==> src/sv/pcm_to_dsd_modulator_core_macros.svh <==
// assertion macros for the pcm to dsd modulator core
`ifndef PCM_TO_DSD_MODULATOR_CORE_MACROS_SVH
`define PCM_TO_DSD_MODULATOR_CORE_MACROS_SVH

`ifndef SYNTHESIS
`define PCMDSD_ASSERT(name, clk, rst_n, prop) \
	name: assert property (@(posedge clk) disable iff (!rst_n) prop) \
		else $error("pcm_to_dsd_modulator_core: check failed");
`define PCMDSD_ASSERT_NEVER(name, clk, rst_n, cond) \
	`PCMDSD_ASSERT(name, clk, rst_n, !(cond))
`else
`define PCMDSD_ASSERT(name, clk, rst_n, prop)
`define PCMDSD_ASSERT_NEVER(name, clk, rst_n, cond)
`endif

`endif

==> src/sv/pcmdsd_pkg.sv <==
`default_nettype none

package pcmdsd_pkg;

	localparam int CFG_BITS   = 7;
	localparam int RATE_MIN   = 8;
	localparam int RATE_RESET = 64;
	localparam int BYTE_BITS  = 8;

	typedef enum logic [2:0] {
		ST_IDLE,
		ST_MUL,
		ST_INIT,
		ST_ERR,
		ST_SEC,
		ST_DFB,
		ST_FIR,
		ST_ADV
	} pcmdsd_state_t;

	typedef struct packed {
		logic valid;
		logic value;
		logic tail;
		logic clear;
	} pcmdsd_bit_t;

endpackage

`default_nettype wire

==> src/sv/pcmdsd_pcm_if.sv <==
`default_nettype none

interface pcmdsd_pcm_if #(
	parameter int SAMPLE_BITS = 24
);
	logic                          valid;
	logic                          ready;
	logic signed [SAMPLE_BITS-1:0] sample;
	logic                          end_of_stream;

	modport source (output valid, output sample, output end_of_stream, input ready);
	modport sink (input valid, input sample, input end_of_stream, output ready);
endinterface

`default_nettype wire

==> src/sv/pcmdsd_dsd_if.sv <==
`default_nettype none

interface pcmdsd_dsd_if;
	logic       valid;
	logic       ready;
	logic [7:0] dsd_byte;
	logic       last_byte;

	modport source (output valid, output dsd_byte, output last_byte, input ready);
	modport sink (input valid, input dsd_byte, input last_byte, output ready);
endinterface

`default_nettype wire

==> src/sv/pcmdsd_alu.sv <==
`default_nettype none

module pcmdsd_alu #(
	parameter int SW = 49,
	parameter int IW = 48
) (
	input  wire logic signed [SW-1:0] a,
	input  wire logic signed [SW-1:0] b,
	output logic signed [SW-1:0]      sum,
	output logic signed [IW-1:0]      sat
);

	localparam logic signed [SW-1:0] HI = {{(SW-IW+1){1'b0}}, {(IW-1){1'b1}}};
	localparam logic signed [SW-1:0] LO = {{(SW-IW+1){1'b1}}, {(IW-1){1'b0}}};

	always_comb begin
		sum = a + b;
		if (sum > HI) begin
			sat = HI[IW-1:0];
		end else if (sum < LO) begin
			sat = LO[IW-1:0];
		end else begin
			sat = sum[IW-1:0];
		end
	end

endmodule

`default_nettype wire

==> src/sv/pcmdsd_packer.sv <==
`default_nettype none

module pcmdsd_packer
	import pcmdsd_pkg::*;
(
	input  wire logic        clk,
	input  wire logic        arst_n,
	input  wire pcmdsd_bit_t bit_req,
	output logic             bit_ready,
	pcmdsd_dsd_if.source     dsd
);

	logic [BYTE_BITS-1:0] pack_q;
	logic [2:0]           cnt_q;
	logic                 out_valid_q;
	logic [BYTE_BITS-1:0] out_byte_q;
	logic                 out_last_q;
	logic                 take;
	logic                 full;
	logic [BYTE_BITS-1:0] shifted;

	always_comb begin
		full      = (cnt_q == 3'd7);
		bit_ready = !full || !out_valid_q || dsd.ready;
		take      = bit_req.valid && bit_ready;
		shifted   = {pack_q[BYTE_BITS-2:0], bit_req.value};
	end

	always_ff @(posedge clk or negedge arst_n) begin
		if (!arst_n) begin
			pack_q      <= '0;
			cnt_q       <= '0;
			out_valid_q <= 1'b0;
		end else begin
			if (take) begin
				if (bit_req.clear || full) begin
					pack_q <= '0;
				end else begin
					pack_q <= shifted;
				end
				if (bit_req.clear) begin
					cnt_q <= '0;
				end else begin
					cnt_q <= cnt_q + 3'd1;
				end
			end
			if (take && full) begin
				out_valid_q <= 1'b1;
			end else if (dsd.ready) begin
				out_valid_q <= 1'b0;
			end
		end
	end

	// completed byte
	always_ff @(posedge clk) begin
		if (take && full) begin
			out_byte_q <= shifted;
			out_last_q <= bit_req.tail;
		end
	end

	assign dsd.valid     = out_valid_q;
	assign dsd.dsd_byte  = out_byte_q;
	assign dsd.last_byte = out_last_q;

endmodule

`default_nettype wire

==> src/sv/pcm_to_dsd_modulator_core.sv <==
// pcm to dsd modulator core
// pcm is a valid/ready sink of signed samples with an end_of_stream flag;
// dsd is a valid/ready source of packed modulator bytes, earliest bit in
// bit 7, with last_byte on the final complete byte of a stream.
// upsample_rate is written through upsample_rate_we/upsample_rate_wdata
// by the user only while idle; the block does not enforce it. it is
// clamped to 8..MAX_RATE and latched per sample. the first sample of a
// stream is only held unless it has end_of_stream. every later sample
// runs one interpolated segment of R bits; a sample with end_of_stream
// runs a flat segment of R bits and clears the stream state, dropping a
// trailing partial byte. a segment is a multiply and a setup step, then
// four passes through the shared saturating adder per bit and one
// between bits to advance the interpolation. a sample is taken only
// while the sequencer is idle. a stalled receiver is absorbed by the
// output register; when a further byte completes, the sequencer waits
// on that bit until the register is taken. reset clears the stream
// state and sets upsample_rate to 64.
`default_nettype none
`include "pcm_to_dsd_modulator_core_macros.svh"

module pcm_to_dsd_modulator_core
	import pcmdsd_pkg::*;
#(
	parameter int SAMPLE_BITS     = 24,
	parameter int INTEGRATOR_BITS = 48,
	parameter int MAX_RATE        = 64
) (
	input  wire logic                clk,
	input  wire logic                arst_n,
	input  wire logic                upsample_rate_we,
	input  wire logic [CFG_BITS-1:0] upsample_rate_wdata,
	pcmdsd_pcm_if.sink               pcm,
	pcmdsd_dsd_if.source             dsd
);

	localparam int RW = $clog2(MAX_RATE + 1);
	localparam int CW = (RW > CFG_BITS) ? RW : CFG_BITS;
	localparam int PW = SAMPLE_BITS + RW + 1;
	localparam int UW = SAMPLE_BITS + RW + 3;
	localparam int IW = INTEGRATOR_BITS;
	localparam int SW = ((IW > UW) ? IW : UW) + 1;
	localparam int DW = SAMPLE_BITS + 1;

	pcmdsd_state_t state_q, state_d;

	logic [CFG_BITS-1:0]           upsample_rate_q;
	logic [CW-1:0]                 cfg_ext;
	logic [RW-1:0]                 rate_eff;
	logic [RW-1:0]                 r_q;
	logic [RW-1:0]                 j_q;
	logic                          j_last;
	logic signed [SAMPLE_BITS-1:0] held_q;
	logic                          have_held_q;
	logic                          eos_q;
	logic                          flat_q;
	logic signed [SAMPLE_BITS-1:0] start_q;
	logic signed [SAMPLE_BITS-1:0] next_q;
	logic signed [PW-1:0]          prod_s1;
	logic signed [DW-1:0]          diff_q;
	logic signed [UW-1:0]          u_q;
	logic signed [SW-1:0]          t_q;
	logic signed [IW-1:0]          first_q;
	logic signed [IW-1:0]          second_q;
	logic                          fb_q;
	logic signed [SW-1:0]          fbv;
	logic signed [SW-1:0]          half;
	logic signed [SW-1:0]          alu_a;
	logic signed [SW-1:0]          alu_b;
	logic signed [SW-1:0]          alu_sum;
	logic signed [IW-1:0]          alu_sat;
	logic                          accept;
	logic                          bit_ready;
	logic                          bit_take;
	pcmdsd_bit_t                   bit_req;

	pcmdsd_alu #(
		.SW(SW),
		.IW(IW)
	) u_alu (
		.a  (alu_a),
		.b  (alu_b),
		.sum(alu_sum),
		.sat(alu_sat)
	);

	pcmdsd_packer u_packer (
		.clk      (clk),
		.arst_n   (arst_n),
		.bit_req  (bit_req),
		.bit_ready(bit_ready),
		.dsd      (dsd)
	);

	always_comb begin
		cfg_ext = CW'(upsample_rate_q);
		if (cfg_ext < CW'(RATE_MIN)) begin
			rate_eff = RW'(RATE_MIN);
		end else if (cfg_ext > CW'(MAX_RATE)) begin
			rate_eff = RW'(MAX_RATE);
		end else begin
			rate_eff = RW'(cfg_ext);
		end
	end

	always_comb begin
		fbv    = fb_q ? SW'({r_q, {SAMPLE_BITS{1'b0}}}) : '0;
		half   = SW'({r_q, {(SAMPLE_BITS-1){1'b0}}});
		j_last = (j_q == RW'(r_q - 1'b1));
	end

	// next state
	always_comb begin
		state_d = state_q;
		case (state_q)
			ST_IDLE: begin
				if (pcm.valid && (have_held_q || pcm.end_of_stream)) begin
					state_d = ST_MUL;
				end
			end
			ST_MUL:  state_d = ST_INIT;
			ST_INIT: state_d = ST_ERR;
			ST_ERR:  state_d = ST_SEC;
			ST_SEC:  state_d = ST_DFB;
			ST_DFB:  state_d = ST_FIR;
			ST_FIR: begin
				if (bit_ready) begin
					if (!j_last) begin
						state_d = ST_ADV;
					end else if (!flat_q && eos_q) begin
						state_d = ST_MUL;
					end else begin
						state_d = ST_IDLE;
					end
				end
			end
			ST_ADV:  state_d = ST_ERR;
			default: state_d = ST_IDLE;
		endcase
	end

	// outputs and shared adder operands
	always_comb begin
		pcm.ready     = (state_q == ST_IDLE);
		bit_req.valid = (state_q == ST_FIR);
		bit_req.value = ~alu_sat[IW-1];
		bit_req.tail  = flat_q &&
			(({1'b0, j_q} + (RW+1)'(BYTE_BITS)) >= {1'b0, r_q});
		bit_req.clear = flat_q && j_last;
		alu_a         = '0;
		alu_b         = '0;
		case (state_q)
			ST_MUL: begin
				alu_a = SW'(next_q);
				alu_b = -SW'(start_q);
			end
			ST_INIT: begin
				alu_a = SW'(prod_s1);
				alu_b = half;
			end
			ST_ERR: begin
				alu_a = SW'(u_q);
				alu_b = -fbv;
			end
			ST_SEC: begin
				alu_a = SW'(second_q);
				alu_b = t_q;
			end
			ST_DFB: begin
				alu_a = SW'(second_q);
				alu_b = -fbv;
			end
			ST_FIR: begin
				alu_a = SW'(first_q);
				alu_b = t_q;
			end
			ST_ADV: begin
				alu_a = SW'(u_q);
				alu_b = SW'(diff_q);
			end
			default: begin
				alu_a = '0;
				alu_b = '0;
			end
		endcase
	end

	assign accept   = pcm.valid && pcm.ready;
	assign bit_take = bit_req.valid && bit_ready;

	always_ff @(posedge clk or negedge arst_n) begin
		if (!arst_n) begin
			state_q         <= ST_IDLE;
			upsample_rate_q <= CFG_BITS'(RATE_RESET);
			held_q          <= '0;
			have_held_q     <= 1'b0;
			eos_q           <= 1'b0;
			flat_q          <= 1'b0;
			j_q             <= '0;
			first_q         <= '0;
			second_q        <= '0;
			fb_q            <= 1'b0;
		end else begin
			state_q <= state_d;
			if (upsample_rate_we) begin
				upsample_rate_q <= upsample_rate_wdata;
			end
			if (accept) begin
				held_q      <= pcm.sample;
				have_held_q <= 1'b1;
				eos_q       <= pcm.end_of_stream;
				flat_q      <= !have_held_q;
			end
			if (accept || (state_q == ST_INIT)) begin
				j_q <= '0;
			end
			if (state_q == ST_SEC) begin
				second_q <= alu_sat;
			end
			if (bit_take) begin
				if (j_last && flat_q) begin
					// end of stream
					held_q      <= '0;
					have_held_q <= 1'b0;
					eos_q       <= 1'b0;
					first_q     <= '0;
					second_q    <= '0;
					fb_q        <= 1'b0;
				end else begin
					first_q <= alu_sat;
					fb_q    <= ~alu_sat[IW-1];
					if (!j_last) begin
						j_q <= j_q + 1'b1;
					end else if (eos_q) begin
						flat_q <= 1'b1;
					end
				end
			end
		end
	end

	// segment datapath
	always_ff @(posedge clk) begin
		if (accept) begin
			r_q     <= rate_eff;
			next_q  <= pcm.sample;
			start_q <= have_held_q ? held_q : pcm.sample;
		end
		if (bit_take && j_last && !flat_q && eos_q) begin
			start_q <= next_q;
		end
		case (state_q)
			ST_MUL: begin
				prod_s1 <= PW'($signed({1'b0, r_q})) * PW'(start_q);
				diff_q  <= alu_sum[DW-1:0];
			end
			ST_INIT: u_q <= alu_sum[UW-1:0];
			ST_ERR:  t_q <= alu_sum;
			ST_DFB:  t_q <= SW'(alu_sat);
			ST_ADV:  u_q <= alu_sum[UW-1:0];
			default: begin
			end
		endcase
	end

	`PCMDSD_ASSERT(a_bit_index_in_range, clk, arst_n, (state_q != ST_IDLE) |-> (j_q < r_q))
	`PCMDSD_ASSERT(a_stalled_bit_waits, clk, arst_n, (bit_req.valid && !bit_ready) |=> (state_q == ST_FIR))
	`PCMDSD_ASSERT_NEVER(a_rate_clamped, clk, arst_n, (state_q != ST_IDLE) && (r_q < RW'(RATE_MIN)))

endmodule

`default_nettype wire

==> src/flat_wrapper.sv <==
// flat-port wrapper written by rule: the top's interface ports become plain ports
module pcm_to_dsd_modulator_core_flat import pcmdsd_pkg::*;
#(
	parameter int SAMPLE_BITS     = 24,
	parameter int INTEGRATOR_BITS = 48,
	parameter int MAX_RATE        = 64
)
  (clk, arst_n, upsample_rate_we, upsample_rate_wdata, pcm_valid, pcm_sample, pcm_end_of_stream, pcm_ready, dsd_valid, dsd_dsd_byte, dsd_last_byte, dsd_ready);
  pcmdsd_pcm_if #(.SAMPLE_BITS(SAMPLE_BITS)) pcm_i ();
  pcmdsd_dsd_if dsd_i ();
  input  wire logic clk;
  input  wire logic arst_n;
  input  wire logic upsample_rate_we;
  input  wire logic [CFG_BITS-1:0] upsample_rate_wdata;
  input wire logic [$bits(pcm_i.valid)-1:0] pcm_valid;
  input wire logic [$bits(pcm_i.sample)-1:0] pcm_sample;
  input wire logic [$bits(pcm_i.end_of_stream)-1:0] pcm_end_of_stream;
  output wire logic [$bits(pcm_i.ready)-1:0] pcm_ready;
  output wire logic [$bits(dsd_i.valid)-1:0] dsd_valid;
  output wire logic [$bits(dsd_i.dsd_byte)-1:0] dsd_dsd_byte;
  output wire logic [$bits(dsd_i.last_byte)-1:0] dsd_last_byte;
  input wire logic [$bits(dsd_i.ready)-1:0] dsd_ready;
  assign pcm_i.valid = pcm_valid;
  assign pcm_i.sample = pcm_sample;
  assign pcm_i.end_of_stream = pcm_end_of_stream;
  assign pcm_ready = pcm_i.ready;
  assign dsd_valid = dsd_i.valid;
  assign dsd_dsd_byte = dsd_i.dsd_byte;
  assign dsd_last_byte = dsd_i.last_byte;
  assign dsd_i.ready = dsd_ready;
  pcm_to_dsd_modulator_core #(.SAMPLE_BITS(SAMPLE_BITS), .INTEGRATOR_BITS(INTEGRATOR_BITS), .MAX_RATE(MAX_RATE)) u_core (.clk(clk), .arst_n(arst_n), .upsample_rate_we(upsample_rate_we), .upsample_rate_wdata(upsample_rate_wdata), .pcm(pcm_i), .dsd(dsd_i));
endmodule
==> config.mk <==
export PLATFORM = sky130hd
export DESIGN_NAME = pcm_to_dsd_modulator_core_flat
export DESIGN_NICKNAME = d
export VERILOG_FILES = /design/src/sv/pcmdsd_pkg.sv /design/src/sv/pcmdsd_pcm_if.sv /design/src/sv/pcmdsd_dsd_if.sv /design/src/sv/pcmdsd_alu.sv /design/src/sv/pcmdsd_packer.sv /design/src/sv/pcm_to_dsd_modulator_core.sv /design/src/flat_wrapper.sv
export VERILOG_INCLUDE_DIRS = /design/src /design/src/sv
export SDC_FILE = /design/constraint.sdc
export NUM_CORES = 1
export LEC_CHECK = 0
export ABC_AREA = 0
export BUFFER_PORTS_ARGS = -buffer_cell sky130_fd_sc_hd__buf_4
export CAP_MARGIN = 25
export CORE_MARGIN = 1
export CORE_UTILIZATION = 60
export DETAILED_ROUTE_END_ITERATION = 10
export PLACE_DENSITY = 0.76
export SYNTH_ARGS = -nofsm -noshare
export SYNTH_HDL_FRONTEND = slang
export SYNTH_SLANG_ARGS = --single-unit
==> constraint.sdc <==
create_clock -name clk -period 25 [get_ports clk]
set_input_delay 5 -clock clk [delete_from_list [all_inputs] [get_ports clk]]
set_output_delay 5 -clock clk [all_outputs]
set_load 0.05 [all_outputs]
==> reports/qor.csv, run 1 <==
metric,value,unit
port_buffers,47,
clockRootBuffer,clkbuf_16,
vias_per_cell,6.54,
grt_pass1_vias,20200,
core_area,41900,sq um
via_count,20600,
yosysTopAreaCell,edfxtp_1,
final-setup-viol-count,0,
drive_gt1_share,7.26,%
synth_largest_type_area_fraction,24.0,%
nets,2879,
die-area,43500,sq um
ctsResizeCount,0,
htreeDepth,2,
synth.distinct_cells,84,
clockBufferDepth,3,
die_y,208,microns
status,completed,
endpoint_kind,output pin,
place.gp.congestion,0.983,
grt_use_total,34.5,%
crit_arrival,3.10,ns
rsz0062_at_grt,no,
finalNonFillerCells,3155,
final_common_cell,nand2_1,
synthCells,2640,
path_max_fanout,59,
antenna_cells,0,
cts_tree,yes,
drtIter0Drc,2602,
grt-ovfl-total,0,
fin_crit_sh,32.4,%
syn_avg_cell_area,9.69,sq um
first_pass_iters,6,
drv_slew,0,
synth_ff_type,edfxtp_1,
synth_edf_count,204,
insertion_delay,0.56,ns
cts.hold.buffers_added,0,
die_w,208,microns
max_freq,0.123,GHz
postSynthNetCount,2932,
cp-start-kind,register,
ys_ff_latch,356,
path_class,reg -> out,
antenna_found_initial,2,
mostFrequentLayoutCells,"nand2_1, inv_1, a21oi_1",
final_antenna_net_count,0,
ys_warn_count,0,
start_util,61.0,%
drc_errors,0,
cts_setup_buffers,0,
post_drt_wl_per_cell,23.6,microns
cts.sinks,356,
grt_first_pass_wirelength,116000,microns
tightest_slew,1.03,ns
ys_top_cells_by_area,"edfxtp_1, dfrtp_1, fa_1, ha_1, nand2_1",
critical_path_required,20.00,ns
maxCapViolCount,0,
fin_tns_setup,0,ns
grt_max_degree,83,
async_flop_share,42.7,%
fin_util,65.5,%
ys_seq_area_share,38.8,%
finalHoldViolCount,0,
final.min_clock_period,8.10,ns
synth_area,25600,sq um
wl,74300,microns
clkTransAtPathRegs,0.06,ns
area_delta_synth_final,7.42,%
fin_worst_skew,0.0245,ns
maxSlewHeadroom,31.1,%
io_pins,48,
placed_cells,3084,
cts_inserted_buffers,37,
row_count,75,
place_hpwl,51900,microns
hp-class,reg -> reg,
==> per-layer routing <==
layer	global-route usage [%]	vias up	wire length (microns)
met4	13.3	2	3250
li1	-	9173	-
met5	0	-	13
met2	51.8	1200	32200
met1	49.2	10100	30700
met3	7.44	163	8190
==> cells in the mapped netlist (5+ instances only) <==
cell type	number
o21ai_1	49
nand3_1	22
or3_1	12
a32o_1	38
edfxtp_1	204
nor4_1	10
xnor2_1	62
o311ai_0	5
o21bai_1	12
buf_2	19
fa_1	127
or2_2	9
nor2_1	116
a31oi_1	15
nor3_1	25
mux2_2	9
and3_1	37
a211o_1	5
a21o_1	51
o21a_1	17
a21oi_1	211
o21ai_0	136
a221o_1	25
a21boi_0	7
a211oi_1	35
buf_1	8
xor2_1	38
a22o_1	51
dfrtp_1	151
inv_1	234
ha_1	128
a22oi_1	11
nor2b_1	10
buf_4	8
o22ai_1	9
mux2i_1	53
o211ai_1	18
nand2_1	294
o31ai_1	6
and2_1	121
nand4_1	12
clkbuf_1	135
nand2b_1	14
maj3_1	6
==> cell families after synthesis <==
group / Yosys count / synth area share (%)
AO/OA/AOI/OAI: 740 / 19.0
AND/OR/NAND/NOR: 704 / 13.2
buffers and inverters: 414 / 6.41
flip-flops: 356 / 38.8
adder cells (fa/ha/maj): 261 / 16.4
XOR/XNOR: 102 / 3.55
multiplexers: 63 / 2.51
==> critical path: stages, from the launching register on <==
cell	delay, ns
dfrtp_4	0.82
buf_4	0.75
or2_2	0.51
nor2_1	0.20
buf_4	0.27
==> through the flow <==
step / instance area, sq um / worst slack (ns) / hold WS, ns
final: 27500 / 16.90 / 0.466
after CTS: 27400 / 16.98 / 0.466
after global routing: 27500 / 16.86 / 0.473
after global placement: 26200 / 17.39 / 0.440
after floorplan: 25600 / 16.49 / 0.425
after detailed placement: 26200 / 17.34 / 0.448
==> sequential cells by signal, indices dropped and copies added (netlist names), 3 cells and up <==
| signal | cells |
|---|---|
| u_core.t_q | 49 |
| u_core.first_q | 48 |
| u_core.second_q | 48 |
| u_core.u_q | 34 |
| u_core.prod_s1 | 32 |
| u_core.diff_q | 25 |
| u_core.held_q | 24 |
| u_core.next_q | 24 |
| u_core.start_q | 24 |
| u_core.u_packer.dsd.dsd_byte | 8 |
| u_core.cfg_ext | 7 |
| u_core.j_q | 7 |
| u_core.r_q | 7 |
| u_core.u_packer.pack_q | 7 |
| u_core.state_q | 3 |
| u_core.u_packer.cnt_q | 3 |
==> area by class of cell <==
class | instances | area, sq um
clock inverters | 16 | 179
clock buffers | 52 | 1050
inverters | 238 | 893
repair buffers | 84 | 667
flip-flops and latches | 356 | 9940
fillers | 3243 | 14500
multi-input cells | 1870 | 14100
well taps | 539 | 674
==> path summary, 6_finish.rpt <==
check	from	end	slack [ns]	cells after the start
setup / recovery	u_core.state_q[2]	pcm_ready	16.90	4
max in group asynchronous	arst_n	u_core.cfg_ext[6]	19.32	3
hold reg to reg	u_core.u_packer.pack_q[6]	u_core.u_packer.dsd.dsd_byte[7]	0.47	0
min in group asynchronous	arst_n	u_core.second_q[39]	4.48	1
setup reg to reg	u_core.start_q[4]	u_core.t_q[43]	17.24	21
hold / removal	u_core.u_packer.pack_q[6]	u_core.u_packer.dsd.dsd_byte[7]	0.47	0
Power of run 1 is left out: the tool's default activity adds up to more than one toggle a clock period on the data nets, which glitch-free logic cannot reach.
==> run 2: changes to the inputs <==
- CORE_UTILIZATION: 60 -> 58
- clock period: 25 -> 7.1 ns (I/O delays scaled with it)
==> reports/qor.csv, run 2 (synthesis gave the netlist of run 1 again) <==
metric,value,unit
status,completed,
place.gp.congestion,0.950,
regMostFlops,u_core.t_q,
ctsResizeCount,0,
critPathMaxStageDelay,0.54,ns
maxCapViolCount,0,
maxSlewHeadroom,24.3,%
cp-start-kind,register,
fin_tns_setup,0,ns
grt_use_total,34.6,%
rsz0062_at_grt,no,
insertion_delay,0.54,ns
drc_errors,0,
crit_arrival,6.83,ns
nets,2914,
largest_reg_flops,49,
top_regs,"u_core.t_q x49, u_core.first_q x48, u_core.second_q x48",
via_count,20900,
core_area,43300,sq um
start_util,59.1,%
tightest_slew,1.12,ns
vias_per_cell,6.47,
row_count,76,
cts_tree,yes,
final.min_clock_period,6.57,ns
path_class,reg -> reg,
fin_crit_sh,92.5,%
area_delta_synth_final,8.97,%
post_drt_wl_per_cell,23.5,microns
die_w,212,microns
finalHoldViolCount,0,
endpoint_kind,register,
port_buffers,47,
grt-ovfl-total,0,
place_hpwl,54900,microns
io_pins,48,
final_antenna_net_count,0,
antenna_found_initial,0,
cts_inserted_buffers,39,
critical_path_required,7.36,ns
final_common_cell,nand2_1,
cts.hold.buffers_added,0,
max_freq,0.152,GHz
die_y,212,microns
grt_first_pass_wirelength,118000,microns
antenna_cells,0,
clockBufferDepth,3,
clkTransAtPathRegs,0.06,ns
clockRootBuffer,clkbuf_16,
crit_slowest_cell,or4_1,
grt_max_degree,91,
fin_worst_skew,0.0142,ns
first_pass_iters,6,
path_max_fanout,29,
drtIter0Drc,2359,
cts.sinks,356,
wl,76100,microns
mostFrequentLayoutCells,"nand2_1, inv_1, a21oi_1",
htreeDepth,2,
final-setup-viol-count,0,
drive_gt1_share,8.79,%
crit_chain,or3_1 > or4_1 > nand2b_1 > or2_2 > nor2_1 > nor3_1 > o21ai_1 > nand2_1 > a21o_1 > ha_1 > nand2_1 > o21ai_0 > a221o_1 > nor4_1 > a211o_1 > or3_1 > buf_4 > o21ai_0,
grt_pass1_vias,21000,
hp-class,reg -> reg,
cts_setup_buffers,0,
drv_slew,0,
die-area,44900,sq um
fin_hold_ws,0.452,ns
[run 2: cell count changes in the layout (fill, tap and decap cells not counted), sizes merged]
| cell | before | now |
|---|---|---|
| buf | 84 | 117 |
| clkbuf | 52 | 57 |
| inv | 238 | 236 |
[run 2: layer usage]
layer	vias to the layer above	track usage, %	share of wire [%]
li1	9231	-	-
met1	10300	47.3	40
met2	1210	52.3	44
met3	214	9.14	12
met4	0	14.0	4.4
met5	-	0	0
[run 2: area by class of cell]
class / instances / area (sq um)
Timing Repair Buffer: 117 / 895
Clock inverter: 14 / 154
Fill cell: 3433 / 15400
Inverter: 238 / 893
Clock buffer: 57 / 1190
Multi-Input combinational cell: 1870 / 14100
Sequential cell: 356 / 9940
Tap cell: 585 / 732
[run 2: through the flow]
stage / worst slack, ns / util (%) / instance area (sq um) / std cells
floorplan: 0.261 / - / 25600 / 2640
global placement: 0.792 / 61.3 / 26500 / 3166
detailed placement: 0.663 / 61.3 / 26500 / 3166
CTS: 0.661 / 64.4 / 27900 / 3237
global route: 0.131 / 64.4 / 27900 / 3237
finish: 0.533 / 64.4 / 27900 / 3237
[run 2: critical path: cells and delay by family, from the launching register on]
family          cells  cell delay (ns)
compound gates      6             1.84
fa+ha+maj           1             0.41
buf+inv             1             0.35
flops               1             0.53
simple gates       10             3.15
[run 2: path summary, 6_finish.rpt]
check / cells after the start / slack, ns / startpoint / to
setup / recovery: 18 / 0.53 / u_core.start_q[4] / u_core.t_q[1]
hold / removal: 0 / 0.45 / u_core.u_packer.pack_q[6] / u_core.u_packer.dsd.dsd_byte[7]
setup reg to reg: 18 / 0.53 / u_core.start_q[4] / u_core.t_q[1]
hold reg to reg: 0 / 0.45 / u_core.u_packer.pack_q[6] / u_core.u_packer.dsd.dsd_byte[7]
max in group asynchronous: 2 / 4.71 / arst_n / u_core.first_q[16]
min in group asynchronous: 1 / 0.97 / arst_n / u_core.first_q[42]
Power of run 2 is left out for the same reason.
==> run 3: changes to the inputs <==
- CORE_UTILIZATION: 58 -> 35
- PLACE_DENSITY: 0.76 -> 0.5
==> reports/qor.csv, run 3 (synthesis gave the netlist of run 1 again) <==
metric,value,unit
cp-start-kind,register,
fin_worst_skew,0.0286,ns
drv_slew,0,
port_buffers,47,
r2r_start,u_core.start_q[4],
grt_max_degree,101,
hp-class,reg -> reg,
vias_per_cell,5.55,
antenna_found_initial,3,
ctsResizeCount,0,
start_util,35.6,%
die_w,272,microns
final.min_clock_period,6.65,ns
core_area,71900,sq um
reg2regPathDepth,21,
insertion_delay,0.59,ns
grt_first_pass_wirelength,126000,microns
clockBufferDepth,3,
rrSetupSlack,0.45,ns
area_delta_synth_final,11.7,%
fillers,7191,
tightest_slew,1.04,ns
critical_path_required,7.41,ns
nets,2932,
mostFrequentLayoutCells,"nand2_1, inv_1, a21oi_1",
reg2reg_to,u_core.t_q[7],
cts.hold.buffers_added,0,
io_pins,48,
path_max_fanout,37,
place.gp.congestion,0.893,
path_class,reg -> reg,
final_common_cell,nand2_1,
post_drt_wl_per_cell,22.7,microns
final-setup-viol-count,0,
endpoint_kind,register,
top_regs,"u_core.t_q x49, u_core.first_q x48, u_core.second_q x48",
die-area,74200,sq um
multiInputGateArea,14100,sq um
cts_setup_buffers,0,
drtIter0Drc,1541,
worstHoldStart,u_core.u_packer.pack_q[6],
grt_pass1_vias,20500,
die_y,272,microns
row_count,98,
clockRootBuffer,clkbuf_16,
fin_tns_setup,0,ns
cts.sinks,356,
final_antenna_net_count,0,
crit_arrival,6.96,ns
via_count,20100,
min_to,u_core.u_packer.dsd.dsd_byte[7],
finalHoldViolCount,0,
maxSlewHeadroom,29.7,%
cts_inserted_buffers,44,
clkTransAtPathRegs,0.06,ns
rsz0062_at_grt,no,
drive_gt1_share,9.39,%
grt_use_total,22.3,%
status,completed,
wl,82200,microns
largest_reg_flops,49,
whs_path_depth,0,
seq_area,9940,sq um
grt-ovfl-total,0,
place_hpwl,59300,microns
cts_tree,yes,
fin_crit_sh,93.6,%
htreeDepth,2,
first_pass_iters,5,
drc_errors,0,
max_freq,0.150,GHz
regMostFlops,u_core.t_q,
maxCapViolCount,0,
## run 3: cell type report
type / instances / area share [%]
inverters: 238 / 3.13
clock buffers: 62 / 4.41
multi-input cells: 1870 / 49.3
diodes: 1 / 0.00876
flip-flops and latches: 356 / 34.8
repair buffers: 130 / 3.60
well taps: 950 / 4.16
clock inverters: 18 / 0.635
## run 3: worst max-delay path, cell delays in order (launching register included)
cell and delay [ns]:
edfxtp_1 0.53, or3_1 0.43, or4_1 0.47, nand2b_1 0.25, or2_2 0.43, nor2_1 0.19
nor3_1 0.08, o21ai_1 0.28, nand2_1 0.43, a21o_1 0.30, ha_1 0.42, a21o_1 0.20
a21o_1 0.17, a21oi_1 0.18, nor3b_1 0.21, o21ai_0 0.10, a31oi_1 0.49, xor2_4 0.31
inv_2 0.22, nor3_4 0.27, buf_12 0.25, o21ai_0 0.13
## run 3: worst max-delay path by stage
stage / start / to / slack (ns) / cells after the start
after floorplan: u_core.state_q[2] / u_core.t_q[10] / 0.26 / 19
after global placement: u_core.start_q[4] / u_core.t_q[7] / 0.55 / 21
after detailed placement: u_core.start_q[4] / u_core.t_q[7] / 0.54 / 21
after CTS: u_core.start_q[4] / u_core.t_q[7] / 0.51 / 21
after global routing: u_core.start_q[3] / u_core.t_q[7] / 0.06 / 21
final: u_core.start_q[4] / u_core.t_q[7] / 0.45 / 21
## run 3: per-stage QoR
| step | area (sq um) | utilization [%] | setup slack [ns] | hold WS [ns] | instances |
|---|---|---|---|---|---|
| after global routing | 28600 | 39.8 | 0.0575 | 0.480 | 3624 |
| after detailed placement | 27100 | 37.7 | 0.537 | 0.452 | 3544 |
| final | 28600 | 39.8 | 0.452 | 0.471 | 3625 |
| after global placement | 27100 | 37.7 | 0.554 | 0.442 | 3543 |
| after floorplan | 25600 | - | 0.261 | 0.425 | 2640 |
| after CTS | 28600 | 39.8 | 0.506 | 0.466 | 3624 |
## run 3: per-layer routing
layer / vias up / track usage, % / part of all wire [%]
met4: 0 / 7.54 / 3.1
met5: - / 0 / 0
li1: 9284 / - / -
met3: 130 / 2.86 / 5.3
met2: 588 / 35.7 / 45
met1: 10100 / 31.2 / 46
Power of run 3 is left out for the same reason.
